--- config.mk ---
export PLATFORM = sky130hd
export DESIGN_NAME = serial_loaded_bank_mapper_core
export DESIGN_NICKNAME = d
export VERILOG_FILES = /design/src/design/smb_pkg.sv /design/src/design/smb_regs.sv /design/src/design/smb_map.sv /design/src/design/serial_loaded_bank_mapper_core.sv
export SDC_FILE = /design/constraint.sdc
export NUM_CORES = 1
export LEC_CHECK = 0
export ABC_CLOCK_PERIOD_IN_PS = 2080
export BUFFER_PORTS_ARGS = -buffer_cell sky130_fd_sc_hd__buf_2
export CAP_MARGIN = 0
export CORE_AREA = 2 2 76 93
export CTS_BUF_LIST = sky130_fd_sc_hd__clkbuf_4
export CTS_CLUSTER_DIAMETER = 100
export DETAILED_ROUTE_END_ITERATION = 16
export DIE_AREA = 0 0 78 95
export HOLD_SLACK_MARGIN = 0.03
export PLACE_DENSITY = 0.82
export SYNTH_ARGS = -nofsm -noshare
export SYNTH_HDL_FRONTEND = slang
export SYNTH_SLANG_ARGS = --single-unit
--- constraint.sdc ---
create_clock -name clk -period 2.08 [get_ports clk]
set_clock_uncertainty 0.15 [all_clocks]
set_input_delay 0.208 -clock clk [delete_from_list [all_inputs] [get_ports clk]]
set_output_delay 0.208 -clock clk [all_outputs]
set_load 0.005 [all_outputs]
--- src/design/smb_pkg.sv ---
// Shared types and constants for the serial-loaded bank mapper.
// Used by smb_regs, smb_map and serial_loaded_bank_mapper_core; no dependencies.
`default_nettype none

package smb_pkg;

    localparam int ADDR_W     = 19;
    localparam int BUS_W      = 16;
    localparam int DATA_W     = 8;
    localparam int CFG_DATA_W = 6;
    localparam int CFG_IDX_W  = 2;

    localparam logic [4:0] SHIFT_INIT     = 5'h10;
    localparam logic [5:0] LARGE_LIMIT    = 6'd16;
    localparam logic [5:0] PRG_BANKS_INIT = 6'd2;
    localparam logic [4:0] HALF_LAST_BANK = 5'd15;

    typedef enum logic [1:0] {
        CMD_CPU_READ  = 2'd0,
        CMD_CPU_WRITE = 2'd1,
        CMD_PPU_READ  = 2'd2,
        CMD_PPU_WRITE = 2'd3
    } cmd_t;

    typedef enum logic [2:0] {
        KIND_NONE    = 3'd0,
        KIND_PRG_ROM = 3'd1,
        KIND_PRG_RAM = 3'd2,
        KIND_CHR     = 3'd3,
        KIND_VRAM    = 3'd4
    } kind_t;

    typedef enum logic [1:0] {
        CFG_PRG_ROM_BANKS = 2'd0,
        CFG_CHR_IS_ROM    = 2'd1,
        CFG_VERTICAL      = 2'd2
    } cfg_idx_t;

    typedef enum logic [1:0] {
        SEL_CONTROL = 2'd0,
        SEL_CHR_LOW = 2'd1,
        SEL_CHR_HIGH = 2'd2,
        SEL_PRG     = 2'd3
    } reg_sel_t;

    typedef enum logic [1:0] {
        MIR_ONE_LOW    = 2'd0,
        MIR_ONE_HIGH   = 2'd1,
        MIR_VERTICAL   = 2'd2,
        MIR_HORIZONTAL = 2'd3
    } mirror_t;

    typedef enum logic [1:0] {
        PRG_FIX_FIRST = 2'd2,
        PRG_FIX_LAST  = 2'd3
    } prg_mode_t;

    typedef struct packed {
        logic [5:0] prg_rom_banks;
        logic       chr_is_rom;
        logic       vertical;
        logic       big_prg;
        logic [4:0] mode_control;
        logic [4:0] chr_low_bank;
        logic [4:0] chr_high_bank;
        logic [4:0] prg_bank_sel;
        logic [1:0] ram_bank_sel;
        logic       upper_half_sel;
    } map_state_t;

    typedef struct packed {
        logic        strobe;
        reg_sel_t    target;
        logic [7:0]  data;
    } ser_wr_t;

endpackage

`default_nettype wire

--- src/design/smb_regs.sv ---
// Configuration registers, serial shift register and bank registers.
// Depends on smb_pkg for the state and write-event types.
`default_nettype none

module smb_regs (
    input  wire logic                            clk,
    input  wire logic                            rst_n,
    input  wire logic                            cfg_we,
    input  wire logic [smb_pkg::CFG_IDX_W-1:0]   cfg_index,
    input  wire logic [smb_pkg::CFG_DATA_W-1:0]  cfg_data,
    input  wire smb_pkg::ser_wr_t                ser_wr,
    output smb_pkg::map_state_t                  state
);
    import smb_pkg::*;

    map_state_t st_reg;
    map_state_t st_next;
    logic [4:0] shift_reg;
    logic [4:0] shift_next;
    logic [4:0] load_value;
    logic       cfg_hit;

    always_comb
    begin
        st_next    = st_reg;
        shift_next = shift_reg;
        load_value = {ser_wr.data[0], shift_reg[4:1]};
        cfg_hit    = 1'b1;
        if (cfg_we)
        begin
            case (cfg_idx_t'(cfg_index))
                CFG_PRG_ROM_BANKS: st_next.prg_rom_banks = cfg_data;
                CFG_CHR_IS_ROM:    st_next.chr_is_rom    = cfg_data[0];
                CFG_VERTICAL:      st_next.vertical      = cfg_data[0];
                default:           cfg_hit               = 1'b0;
            endcase
            if (cfg_hit)
            begin
                shift_next             = SHIFT_INIT;
                st_next.mode_control   = {3'b011, 1'b1, ~st_next.vertical};
                st_next.chr_low_bank   = '0;
                st_next.chr_high_bank  = '0;
                st_next.prg_bank_sel   = '0;
                st_next.ram_bank_sel   = '0;
                st_next.upper_half_sel = 1'b0;
            end
        end
        else if (ser_wr.strobe)
        begin
            if (ser_wr.data[7])
            begin
                shift_next                = SHIFT_INIT;
                st_next.mode_control[3:2] = PRG_FIX_LAST;
            end
            else if (!shift_reg[0])
            begin
                shift_next = load_value;
            end
            else
            begin
                shift_next = SHIFT_INIT;
                case (ser_wr.target)
                    SEL_CONTROL: st_next.mode_control = load_value;
                    SEL_CHR_LOW:
                    begin
                        if (st_reg.big_prg)
                        begin
                            st_next.chr_low_bank   = {4'b0, load_value[0]};
                            st_next.ram_bank_sel   = load_value[3:2];
                            st_next.upper_half_sel = load_value[4];
                        end
                        else
                        begin
                            st_next.chr_low_bank = load_value;
                        end
                    end
                    SEL_CHR_HIGH:
                    begin
                        if (st_reg.big_prg)
                        begin
                            st_next.chr_high_bank  = {4'b0, load_value[0]};
                            st_next.ram_bank_sel   = load_value[3:2];
                            st_next.upper_half_sel = load_value[4];
                        end
                        else
                        begin
                            st_next.chr_high_bank = load_value;
                        end
                    end
                    default: st_next.prg_bank_sel = load_value;
                endcase
            end
        end
        st_next.big_prg = st_next.prg_rom_banks > LARGE_LIMIT;
    end

    always_ff @(posedge clk or negedge rst_n)
    begin
        if (!rst_n)
        begin
            shift_reg                <= SHIFT_INIT;
            st_reg.prg_rom_banks     <= PRG_BANKS_INIT;
            st_reg.chr_is_rom        <= 1'b0;
            st_reg.vertical          <= 1'b0;
            st_reg.big_prg           <= 1'b0;
            st_reg.mode_control      <= 5'b01111;
            st_reg.chr_low_bank      <= '0;
            st_reg.chr_high_bank     <= '0;
            st_reg.prg_bank_sel      <= '0;
            st_reg.ram_bank_sel      <= '0;
            st_reg.upper_half_sel    <= 1'b0;
        end
        else
        begin
            shift_reg <= shift_next;
            st_reg    <= st_next;
        end
    end

    assign state = st_reg;

`ifndef SYNTHESIS
    a_cfg_clears_shift: assert property (@(posedge clk) disable iff (!rst_n)
        cfg_we && cfg_hit |=> shift_reg == SHIFT_INIT)
        else $error("Shift register not cleared by a configuration write.");
    a_reset_bit_mode: assert property (@(posedge clk) disable iff (!rst_n)
        ser_wr.strobe && ser_wr.data[7] |=> st_reg.mode_control[3:2] == PRG_FIX_LAST)
        else $error("Reset bit did not force the fixed-last PRG mode.");
    a_small_no_extra: assert property (@(posedge clk) disable iff (!rst_n)
        !st_reg.big_prg |-> !st_reg.upper_half_sel && st_reg.ram_bank_sel == 2'd0)
        else $error("Large-variant fields set on a small cartridge.");
`endif

endmodule

`default_nettype wire

--- src/design/smb_map.sv ---
// Address decode and bank mapping for one bus access.
// Depends on smb_pkg; takes the bank state from smb_regs.
`default_nettype none

module smb_map (
    input  wire logic [1:0]                  cmd,
    input  wire logic [smb_pkg::BUS_W-1:0]   bus_address,
    input  wire logic [smb_pkg::DATA_W-1:0]  write_data,
    input  wire smb_pkg::map_state_t         state,
    output smb_pkg::kind_t                   kind,
    output logic [smb_pkg::ADDR_W-1:0]       address,
    output smb_pkg::ser_wr_t                 ser_wr
);
    import smb_pkg::*;

    logic [ADDR_W-1:0] half;
    logic [ADDR_W-1:0] prg_addr;
    logic [ADDR_W-1:0] chr_addr;
    logic [ADDR_W-1:0] vram_addr;
    logic [4:0]        last_bank;
    logic [4:0]        chr_bank;
    logic [13:0]       low14;
    logic              first;
    logic              ram_ok;

    assign half      = {state.upper_half_sel, {(ADDR_W-1){1'b0}}};
    assign last_bank = 5'(state.prg_rom_banks - 6'd1);
    assign low14     = bus_address[13:0];
    assign first     = !bus_address[14];
    assign ram_ok    = (bus_address[15:13] == 3'b011) && !state.prg_bank_sel[4];
    assign chr_bank  = bus_address[12] ? state.chr_high_bank : state.chr_low_bank;

    always_comb
    begin
        case (prg_mode_t'(state.mode_control[3:2]))
            PRG_FIX_LAST:
            begin
                if (first)
                    prg_addr = half + {1'b0, state.prg_bank_sel[3:0], low14};
                else if (state.big_prg)
                    prg_addr = state.upper_half_sel ? {last_bank, low14}
                                                    : {HALF_LAST_BANK, low14};
                else
                    prg_addr = half + {last_bank, low14};
            end
            PRG_FIX_FIRST:
            begin
                if (first)
                    prg_addr = half + {5'b0, low14};
                else
                    prg_addr = half + {1'b0, state.prg_bank_sel[3:0], low14};
            end
            default: prg_addr = half + {1'b0, state.prg_bank_sel[3:1], bus_address[14:0]};
        endcase
    end

    always_comb
    begin
        if (state.mode_control[4])
            chr_addr = {2'b0, chr_bank, bus_address[11:0]};
        else if (state.big_prg)
            chr_addr = {6'b0, bus_address[12:0]};
        else
            chr_addr = {2'b0, state.chr_low_bank[4:1], bus_address[12:0]};
    end

    always_comb
    begin
        case (mirror_t'(state.mode_control[1:0]))
            MIR_VERTICAL:   vram_addr = {8'b0, bus_address[10:0]};
            MIR_HORIZONTAL: vram_addr = {8'b0, bus_address[11], bus_address[9:0]};
            MIR_ONE_LOW:    vram_addr = {9'b0, bus_address[9:0]};
            default:        vram_addr = {8'b0, 1'b1, bus_address[9:0]};
        endcase
    end

    always_comb
    begin
        kind           = KIND_NONE;
        address        = '0;
        ser_wr.strobe  = 1'b0;
        ser_wr.target  = reg_sel_t'(bus_address[14:13]);
        ser_wr.data    = write_data;
        if (!cmd[1])
        begin
            if (bus_address[15])
            begin
                if (cmd_t'(cmd) == CMD_CPU_READ)
                begin
                    kind    = KIND_PRG_ROM;
                    address = prg_addr;
                end
                else
                begin
                    ser_wr.strobe = 1'b1;
                end
            end
            else if (ram_ok)
            begin
                kind    = KIND_PRG_RAM;
                address = {4'b0, state.ram_bank_sel, bus_address[12:0]};
            end
        end
        else if (bus_address[15:13] == 3'b000)
        begin
            if (cmd_t'(cmd) == CMD_PPU_READ || !state.chr_is_rom)
            begin
                kind    = KIND_CHR;
                address = chr_addr;
            end
        end
        else
        begin
            kind    = KIND_VRAM;
            address = vram_addr;
        end
    end

endmodule

`default_nettype wire

--- src/design/serial_loaded_bank_mapper_core.sv ---
// Top level of the serial-loaded bank mapper: handshakes and result register.
// Depends on smb_pkg, smb_regs and smb_map.
// Latency: the result of an item is valid in the cycle after it is accepted.
// Throughput: one item per cycle unless a held result waits for out_ready; the single result register sets this figure.
// Reset: rst_n clears all control and bank state to the power-on values at once.
`default_nettype none

module serial_loaded_bank_mapper_core (
    input  wire logic                            clk,
    input  wire logic                            rst_n,
    input  wire logic                            cfg_valid,
    output logic                                 cfg_ready,
    input  wire logic [smb_pkg::CFG_IDX_W-1:0]   cfg_index,
    input  wire logic [smb_pkg::CFG_DATA_W-1:0]  cfg_data,
    input  wire logic                            in_valid,
    output logic                                 in_ready,
    input  wire logic [1:0]                      cmd,
    input  wire logic [smb_pkg::BUS_W-1:0]       bus_address,
    input  wire logic [smb_pkg::DATA_W-1:0]      write_data,
    output logic                                 out_valid,
    input  wire logic                            out_ready,
    output logic [2:0]                           access_kind,
    output logic [smb_pkg::ADDR_W-1:0]           mapped_address
);
    import smb_pkg::*;

    map_state_t        state;
    ser_wr_t           map_wr;
    ser_wr_t           ser_wr;
    kind_t             kind;
    logic [ADDR_W-1:0] address;
    logic              accept;
    logic              out_valid_reg;
    logic              out_valid_next;
    kind_t             kind_reg;
    logic [ADDR_W-1:0] address_reg;

    assign cfg_ready = 1'b1;
    assign in_ready  = !out_valid_reg || out_ready;
    assign accept    = in_valid && in_ready;

    always_comb
    begin
        ser_wr        = map_wr;
        ser_wr.strobe = map_wr.strobe && accept;
    end

    smb_map u_map (
        .cmd         (cmd),
        .bus_address (bus_address),
        .write_data  (write_data),
        .state       (state),
        .kind        (kind),
        .address     (address),
        .ser_wr      (map_wr)
    );

    smb_regs u_regs (
        .clk       (clk),
        .rst_n     (rst_n),
        .cfg_we    (cfg_valid && cfg_ready),
        .cfg_index (cfg_index),
        .cfg_data  (cfg_data),
        .ser_wr    (ser_wr),
        .state     (state)
    );

    assign out_valid_next = accept || (out_valid_reg && !out_ready);

    always_ff @(posedge clk or negedge rst_n)
    begin
        if (!rst_n)
            out_valid_reg <= 1'b0;
        else
            out_valid_reg <= out_valid_next;
    end

    always_ff @(posedge clk)
    begin
        if (accept)
        begin
            kind_reg    <= kind;
            address_reg <= address;
        end
    end

    assign out_valid      = out_valid_reg;
    assign access_kind    = kind_reg;
    assign mapped_address = address_reg;

`ifndef SYNTHESIS
    a_accept_gives_result: assert property (@(posedge clk) disable iff (!rst_n)
        accept |=> out_valid)
        else $error("Accepted item produced no result.");
    a_none_zero_addr: assert property (@(posedge clk) disable iff (!rst_n)
        out_valid && kind_reg == KIND_NONE |-> address_reg == '0)
        else $error("Result of kind none carries a nonzero address.");
    a_ram_range: assert property (@(posedge clk) disable iff (!rst_n)
        out_valid && kind_reg == KIND_PRG_RAM |-> address_reg[ADDR_W-1:15] == '0)
        else $error("PRG RAM address beyond 32 KB.");
`endif

endmodule

`default_nettype wire
==> impl_metrics.ini, run 1 <==
[critical_path]
end_kind = register
endpoint = mapped_address[18]
cp_data_required_time_ns = 2.09
cp-start-kind = register
cp-startpoint = u_regs.state[27]
r2r_start = u_regs.state[27]
crit_type = reg -> reg
cp_max_fo = 3
r2r_end = mapped_address[18]
r2r_setup_slack_ns = 0.08
rr_worst_depth = 7
cp.arrival_ns = 2.01

[global_route]
grt_pass1_vias = 2462
grt_max_degree = 39
grt_remaining_overflow = 0
grt_pass1_wl_um = 11600
antenna_found_initial = 0
grtUsageTotal_pct = 20.5

[yosys]
synth_area_um2 = 3190
synth_ff_type = dfrtp_1
synth_edf_count = 22
synth_common_cells = 32 x dfrtp_1, 23 x nand2_1, 22 x edfxtp_1, 15 x mux2i_1
synth.area.top_cells = dfrtp_1 25%, edfxtp_1 21%, dfstp_2 4.9%, mux2i_1 4.7%, mux2_2 3.5%
syn_area_per_cell_um2 = 11.5
synth-seq-cells = 60
yosys.area.top_type = dfrtp_1
synth.most_common_cell = dfrtp_1
ys_seq_area_share_pct = 50.8
async_flop_share_pct = 63.3
ys_types = 58
synth_top_area_share_pct = 25.1
ys_warn_count = 0
synth_cells = 277
syn-num-nets = 323

[hold_path]
min_path_type = in -> reg

[timing]
slew_violations = 0
slew_headroom_pct = 43.4
fin_crit_sh_pct = 96.1
setup_viol_count_final = 0
max_freq_mhz = 500
min_period_ns = 2.00
tns_ns = 0
worst_pin_slew_ns = 0.849
hold_viol_final = 0
setup_slack_ns = 0.0807

[detailed_routing]
drt_iter0_drc = 165
drt-total-wl_um = 7240
firstDrtPassIters = 4
ant_nets = 0
dr_total_vias = 2540
post-route-drc-count = 0
vias_per_cell = 5.55
wl_per_cell_um = 15.8

[cts]
numCtsBuffers = 9
clkSinkCount = 60
htree_levels = 3
clock_path_buffers = 2
clk_latency_ns = 0.41
cts.clk_slew.worst_paths_ns = 0.10
cts_tree = built
root_buffer = clkbuf_4

[power]
p_int_mw = 2.10
p_sw_uw = 703
sw_frac_of_total_pct = 25.0
peakVddDrop_uv = 433
power_density_nw_per_um2 = 698
power.share.clock_pct = 37.1
p_total_mw = 2.81
pwr-share-comb_pct = 13.9
power_frac_seq_pct = 49.0
leakagePower_nw = 1.80

[place]
place.gp.congestion = 0.855
dp_hpwl_um = 5090
portBuffers = 56
pre_cts_ws_ns = 0.121
dpl.cell_count = 415

[final_layout]
largest_reg_flops = 32
drive_gt1_share_pct = 31.5
n_antenna_cell = 0
nets = 412
nFillCells = 524
finalNonFillerCells = 458
syn2layout_area_growth_pct = 26.2

[die]
dieArea_um2 = 7410
std_cell_rows = 33
die_w_um = 78
die_h_um = 95
ios = 64
design.core.area_um2 = 6610
start_util_pct = 48.2

[job]
drv_cap = 0

[outcome]
outcome = finished, final reports clean
## per-stage QoR
step                instance area (um^2)  hold WS (ns)  utilization (%)
finish                              4020        0.0568             60.9
detailed placement                  3570         0.211             54.0
global route                        4020        0.0419             60.9
CTS                                 3990        0.0460             60.4
floorplan                           3190        -0.238                -
global placement                    3570         0.196             54.0
## per-layer routing
metal  share of wire (%)  track usage [%]
met4                 1.8             10.7
met2                  53             37.1
met3                 5.1             3.54
met1                  40             23.1
met5                   0                0
## layout make-up
type	instances	area (um^2)	share of cell area, %
clock buffers	9	67.6	1.68
repair buffers	93	618	15.4
flip-flops and latches	60	1620	40.3
inverters	8	30.0	0.747
well taps	87	109	2.71
multi-input cells	194	1460	36.4
clock inverters	7	115	2.86
## worst max-delay path, cell delays in order (launching register included)
cell	delay [ns]
dfstp_2	0.55
inv_1	0.05
ha_1	0.20
nor3b_2	0.16
xor2_1	0.15
ha_1	0.28
mux2i_1	0.13
a211oi_1	0.08
## worst min path at each step
stage / endpoint / depth (start not counted) / from / slack, ns
3_5_place_dp: u_regs.state[29] / 1 / rst_n / 0.21
5_1_grt: u_regs.state[26] / 4 / cfg_index[1] / 0.04
3_3_place_gp: u_regs.state[29] / 1 / rst_n / 0.20
2_1_floorplan: out_valid / 0 / rst_n / -0.24
4_1_cts: u_regs.state[26] / 4 / cfg_index[1] / 0.05
6_report: u_regs.state[26] / 4 / cfg_index[1] / 0.06
## power groups by stage
stage	clock network (mW)	logic (mW)	registers, mW
global route	1.11	0.434	1.38
CTS	1.06	0.385	1.37
global placement	0	0.338	1.39
detailed placement	0	0.347	1.40
floorplan	0	0.213	1.38
finish	1.04	0.391	1.38
## kinds of logic after synthesis
logic type | after synthesis | synth area share (%)
compound gates | 69 | 14.7
xor+xnor | 2 | 0.550
fa+ha+maj | 7 | 2.75
buf+inv | 23 | 3.46
flops | 60 | 50.8
mux | 26 | 8.72
other cells | 1 | 0.118
simple gates | 89 | 18.9
## cells in the final DEF (no fill, tap or decap), drive strengths merged, types with 8 or more instances in the layout
cell / count
a22o: 8
and2: 12
buf: 69
clkbuf: 9
dfrtp: 32
dlygate4sd3: 24
edfxtp: 22
inv: 8
mux2: 11
mux2i: 15
nand2: 23
nand2b: 8
o21ai: 26
## what timing repair did
item                                    in CTS  in global routing
hold buffers                                24                  0
gates resized for setup                      0                  1
endpoints found under the setup margin       0                  2
endpoints found under the hold margin       63                  0
buffers inserted                             0                  3
Power figures use the tool's default switching activity.
==> run 2, diff against run 1 <==
--- a/config.mk
+++ b/config.mk
@@ -8,13 +8,14 @@
 export ABC_CLOCK_PERIOD_IN_PS = 2080
 export BUFFER_PORTS_ARGS = -buffer_cell sky130_fd_sc_hd__buf_2
 export CAP_MARGIN = 0
-export CORE_AREA = 2 2 76 93
+export CORE_AREA = 2 2 78 95
 export CTS_BUF_LIST = sky130_fd_sc_hd__clkbuf_4
 export CTS_CLUSTER_DIAMETER = 100
 export DETAILED_ROUTE_END_ITERATION = 16
-export DIE_AREA = 0 0 78 95
+export DIE_AREA = 0 0 80 97
 export HOLD_SLACK_MARGIN = 0.03
-export PLACE_DENSITY = 0.82
+export PLACE_DENSITY = 0.81
 export SYNTH_ARGS = -nofsm -noshare
 export SYNTH_HDL_FRONTEND = slang
+export SYNTH_HIERARCHICAL = 1
 export SYNTH_SLANG_ARGS = --single-unit
==> impl_metrics.ini, run 2 <==
[job]
drv_cap = 0

[die]
die_w_um = 80
design.core.area_um2 = 6770
ios = 64
std_cell_rows = 33
start_util_pct = 48.3
dieArea_um2 = 7760
die_h_um = 97

[global_route]
grt_use_met1_pct = 24.7
grt_pass1_wl_um = 12500
grt_remaining_overflow = 0
grtUsageTotal_pct = 20.8
grt_util_met2_pct = 34.3
grt.met3_usage_pct = 4.85
antenna_found_initial = 0
top_usage_layer = met2
grt_pass1_vias = 2682
grt_max_degree = 24

[critical_path]
cp.arrival_ns = 2.15
crit_type = reg -> reg
cp_max_fo = 5
r2r_setup_slack_ns = 0.06
slowest_delay_ns = 0.44
end_kind = register
crit_chain = nand2b_4 -> and3_2 -> nor2b_1 -> o22ai_1 -> mux2_1
cp-start-kind = register
cp_data_required_time_ns = 2.21
crit_slowest_cell = o22ai_1

[final_layout]
multiInputGateArea_um2 = 1510
largest_reg_flops = 32
nFillCells = 560
drive_gt1_share_pct = 27.8
final_common_cell = buf_2
regArea_um2 = 1620
most-common-layout-cells = 56 x buf_2, 32 x dfrtp_1, 23 x dlygate4sd3_1
nets = 428
n_antenna_cell = 0
syn2layout_area_growth_pct = 23.9

[outcome]
outcome = finished, final reports clean

[cts]
clock_path_buffers = 2
cts.clk_slew.worst_paths_ns = 0.12
clkSinkCount = 60
clk_latency_ns = 0.41
cts_tree = built
postCtsSetupBuffers = 0
htree_levels = 3
root_buffer = clkbuf_4
numCtsBuffers = 9

[place]
dp_hpwl_um = 5420
portBuffers = 56
pre_cts_ws_ns = 0.0226
place.gp.congestion = 0.876

[timing]
setup_slack_ns = 0.0608
hold_viol_final = 0
rsz0062_at_grt = no
min_period_ns = 2.02
fin_crit_sh_pct = 97.1
slew_violations = 0
tns_ns = 0
max_freq_mhz = 495
setup_viol_count_final = 0

[detailed_routing]
firstDrtPassIters = 4
drt_iter0_drc = 181
dr_total_vias = 2660
vias_per_cell = 5.60
drt-total-wl_um = 7480
ant_nets = 0
post-route-drc-count = 0
wl_per_cell_um = 15.7

[power]
power_density_nw_per_um2 = 715
peakVddDrop_uv = 330
p_total_mw = 2.90
leakagePower_nw = 1.82

[yosys]
ys_warn_count = 6
syn-num-nets = 344
synth_area_um2 = 3270
synth_cells = 299
syn_area_per_cell_um2 = 10.9

[hold_path]
min_path_type = in -> async
[run 2: critical path, delay by kind of cell, from the launching register on]
kind               cells  cell delay, ns
DFF                    1            0.42
and+or+nand+nor        3            0.50
AOI/OAI and AO/OA      1            0.44
muxes                  1            0.38
[run 2: path summary, 6_finish.rpt]
check | from | to | cells past startpoint
max | out_valid | u_regs/state[0] | 5
min | rst_n | u_regs/shift_reg[3] | 2
max reg2reg | out_valid | u_regs/state[0] | 5
min reg2reg | u_regs/state[1] | u_regs/state[1] | 1
max in group asynchronous | rst_n | u_regs/state[20] | 3
min in group clk | cfg_index[0] | u_regs/state[25] | 3
[run 2: cell type report]
type,instances,area share [%]
timing repair buffer,89,14.5
inverter,17,1.58
multi-input combinational,206,37.2
sequential,60,40.0
clock inverter,7,2.44
tap,87,2.69
clock buffer,9,1.67
[run 2: metal layers]
layer / wire length, um / vias to the layer above
met2: 3730 / 98
met3: 434 / 21
met4: 283 / 0
met5: 0 / -
met1: 3030 / 1264
li1: - / 1277
[run 2: report_power, final]
group	internal [mW]	leakage, nW	switching, mW
Clock	0.493	0.0865	0.466
Combinational	0.243	1.04	0.241
Sequential	1.35	0.696	0.100
[run 2: what timing repair did]
item / CTS / global route
resized for setup: 0 / 3
endpoints found under the hold margin: 59 / 0
setup endpoints to repair: 0 / 13
hold buffers: 23 / 0
[run 2: metrics by stage]
step                cells  hold slack [ns]  utilization [%]  cell area [um^2]
floorplan             299           -0.238                -              3270
global placement      436          -0.0534             53.7              3640
detailed placement    436          -0.0498             53.7              3640
CTS                   475           0.0318             59.6              4030
global route          475           0.0681             59.8              4050
finish                475           0.0442             59.8              4050
==> run 3, diff against run 2 <==
--- a/config.mk
+++ b/config.mk
@@ -5,16 +5,17 @@
 export SDC_FILE = /design/constraint.sdc
 export NUM_CORES = 1
 export LEC_CHECK = 0
+export ABC_AREA = 1
 export ABC_CLOCK_PERIOD_IN_PS = 2080
 export BUFFER_PORTS_ARGS = -buffer_cell sky130_fd_sc_hd__buf_2
 export CAP_MARGIN = 0
-export CORE_AREA = 2 2 78 95
+export CORE_AREA = 2 2 76 93
 export CTS_BUF_LIST = sky130_fd_sc_hd__clkbuf_4
 export CTS_CLUSTER_DIAMETER = 100
 export DETAILED_ROUTE_END_ITERATION = 16
-export DIE_AREA = 0 0 80 97
+export DIE_AREA = 0 0 78 95
 export HOLD_SLACK_MARGIN = 0.03
-export PLACE_DENSITY = 0.81
+export PLACE_DENSITY = 0.82
 export SYNTH_ARGS = -nofsm -noshare
 export SYNTH_HDL_FRONTEND = slang
 export SYNTH_HIERARCHICAL = 1
==> impl_metrics.ini, run 3 <==
[outcome]
outcome = finished, final reports clean

[die]
dieArea_um2 = 7410
std_cell_rows = 33
start_util_pct = 47.5
design.core.area_um2 = 6610
die_h_um = 95
ios = 64
die_w_um = 78

[place]
portBuffers = 56
place.gp.congestion = 0.937
pre_cts_ws_ns = 0.132
dpl.cell_count = 501
dp_hpwl_um = 4970

[global_route]
antenna_found_initial = 0
grt_remaining_overflow = 0
grt_pass1_vias = 2715
grt_pass1_wl_um = 11700
grtUsageTotal_pct = 20.8
grt_max_degree = 39

[critical_path]
r2r_start = u_regs/state[27]
end_kind = register
cp_data_required_time_ns = 2.09
cp-start-kind = register
cp_max_fo = 3
crit_type = reg -> reg
r2r_end = mapped_address[18]
r2r_setup_slack_ns = 0.13
rr_worst_depth = 9
cp.arrival_ns = 1.96

[timing]
slew_violations = 0
tns_ns = 0
setup_viol_count_final = 0
max_freq_mhz = 513
rsz0062_at_grt = no
hold_viol_final = 0
setup_slack_ns = 0.130
whs_ns = 0.0641
slew_headroom_pct = 44.6
worst_pin_slew_ns = 0.831
fin_crit_sh_pct = 93.7
min_period_ns = 1.95

[cts]
postCtsSetupBuffers = 0
cts_tree = built
numCtsBuffers = 9
clk_latency_ns = 0.42
cts.clk_slew.worst_paths_ns = 0.10
root_buffer = clkbuf_4
clock_path_buffers = 2
clkSinkCount = 60
htree_levels = 3

[power]
power_density_nw_per_um2 = 691
p_total_mw = 2.68
peakVddDrop_uv = 340
leakagePower_nw = 1.90

[final_layout]
finalNonFillerCells = 546
nFillCells = 612
drive_gt1_share_pct = 26.1
most-common-layout-cells = 102 x nand2_1, 56 x buf_2, 41 x inv_1
n_antenna_cell = 0
syn2layout_area_growth_pct = 23.5
final_common_cell = nand2_1
nets = 499
largest_reg_flops = 32

[yosys]
ys_warn_count = 6
syn_area_per_cell_um2 = 8.62
syn-num-nets = 409
synth_cells = 364
synth_area_um2 = 3140

[detailed_routing]
dr_total_vias = 2735
post-route-drc-count = 0
wl_per_cell_um = 12.8
drt-total-wl_um = 6990
firstDrtPassIters = 4
drt_iter0_drc = 122
ant_nets = 0
vias_per_cell = 5.01

[hold_path]
holdPathStages = 3
worstHoldStart = cfg_valid
holdPathEnd = u_regs/state[19]
min_path_type = in -> reg

[job]
drv_cap = 0
-- run 3: cell count changes in the layout (fill, tap and decap cells not counted), moves of 8 or more --
| cell | change |
|---|---|
| a211o_1 | -10 |
| and2_1 | -21 |
| inv_1 | +24 |
| inv_2 | +8 |
| nand2_1 | +84 |
| nand2b_1 | -11 |
| nand3_1 | +12 |
| nor2_1 | +14 |
| nor2_2 | +10 |
| nor4_1 | -11 |
| o21ai_0 | +14 |
-- run 3: report_power, final --
group	total [mW]	switching [mW]	internal, mW
Sequential	1.46	0.0875	1.37
Clock	0.679	0.406	0.273
Combinational	0.545	0.322	0.223
Total	2.68	0.815	1.86
-- run 3: cell type report --
cell class	instances	area, um^2	share of cell area (%)
Clock buffer	12	90.1	2.32
Clock inverter	4	16.3	0.420
Inverter	51	191	4.94
Timing Repair Buffer	88	593	15.3
Multi-Input combinational cell	244	1260	32.4
Tap cell	87	109	2.81
Sequential cell	60	1620	41.8
-- run 3: stage by stage --
step	cell area [um^2]	util, %
6_report	3870	58.7
5_1_grt	3870	58.7
4_1_cts	3870	58.7
3_5_place_dp	3480	52.7
3_3_place_gp	3480	52.7
2_1_floorplan	3140	-
-- run 3: worst max-delay path by stage --
stage                     startpoint            endpoint  slack, ns  cells past startpoint
floorplan           u_regs/state[27]  mapped_address[18]       0.24                      9
global route        u_regs/state[27]  mapped_address[18]       0.03                      9
detailed placement  u_regs/state[27]  mapped_address[18]       0.13                      9
global placement    u_regs/state[27]  mapped_address[18]       0.15                      9
finish              u_regs/state[27]  mapped_address[18]       0.13                      9
CTS                 u_regs/state[27]  mapped_address[18]       0.12                      9
-- run 3: layer usage --
layer  track usage (%)  vias up  share of wire (%)
met5                 0        -                  0
met4              12.7        0                3.2
met3              4.30       19                5.8
met2              38.4      109                 51
met1              21.5     1261                 40
li1                  -     1346                  -
-- run 3: timing repair --
item,4_1_cts,5_1_grt
gates resized for setup,0,0
hold buffers,29,0
setup endpoints to repair,0,0
hold endpoints to repair,56,0
-- run 3: worst max-delay path, cell delays in order, from the launching register on --
cell and delay (ns):
dfstp_2 0.55, inv_1 0.04, ha_1 0.20, nand3_1 0.10, xnor2_1 0.12, ha_1 0.25, nand2_1 0.07, nand2_1 0.05
o21ai_1 0.12, a21oi_1 0.06
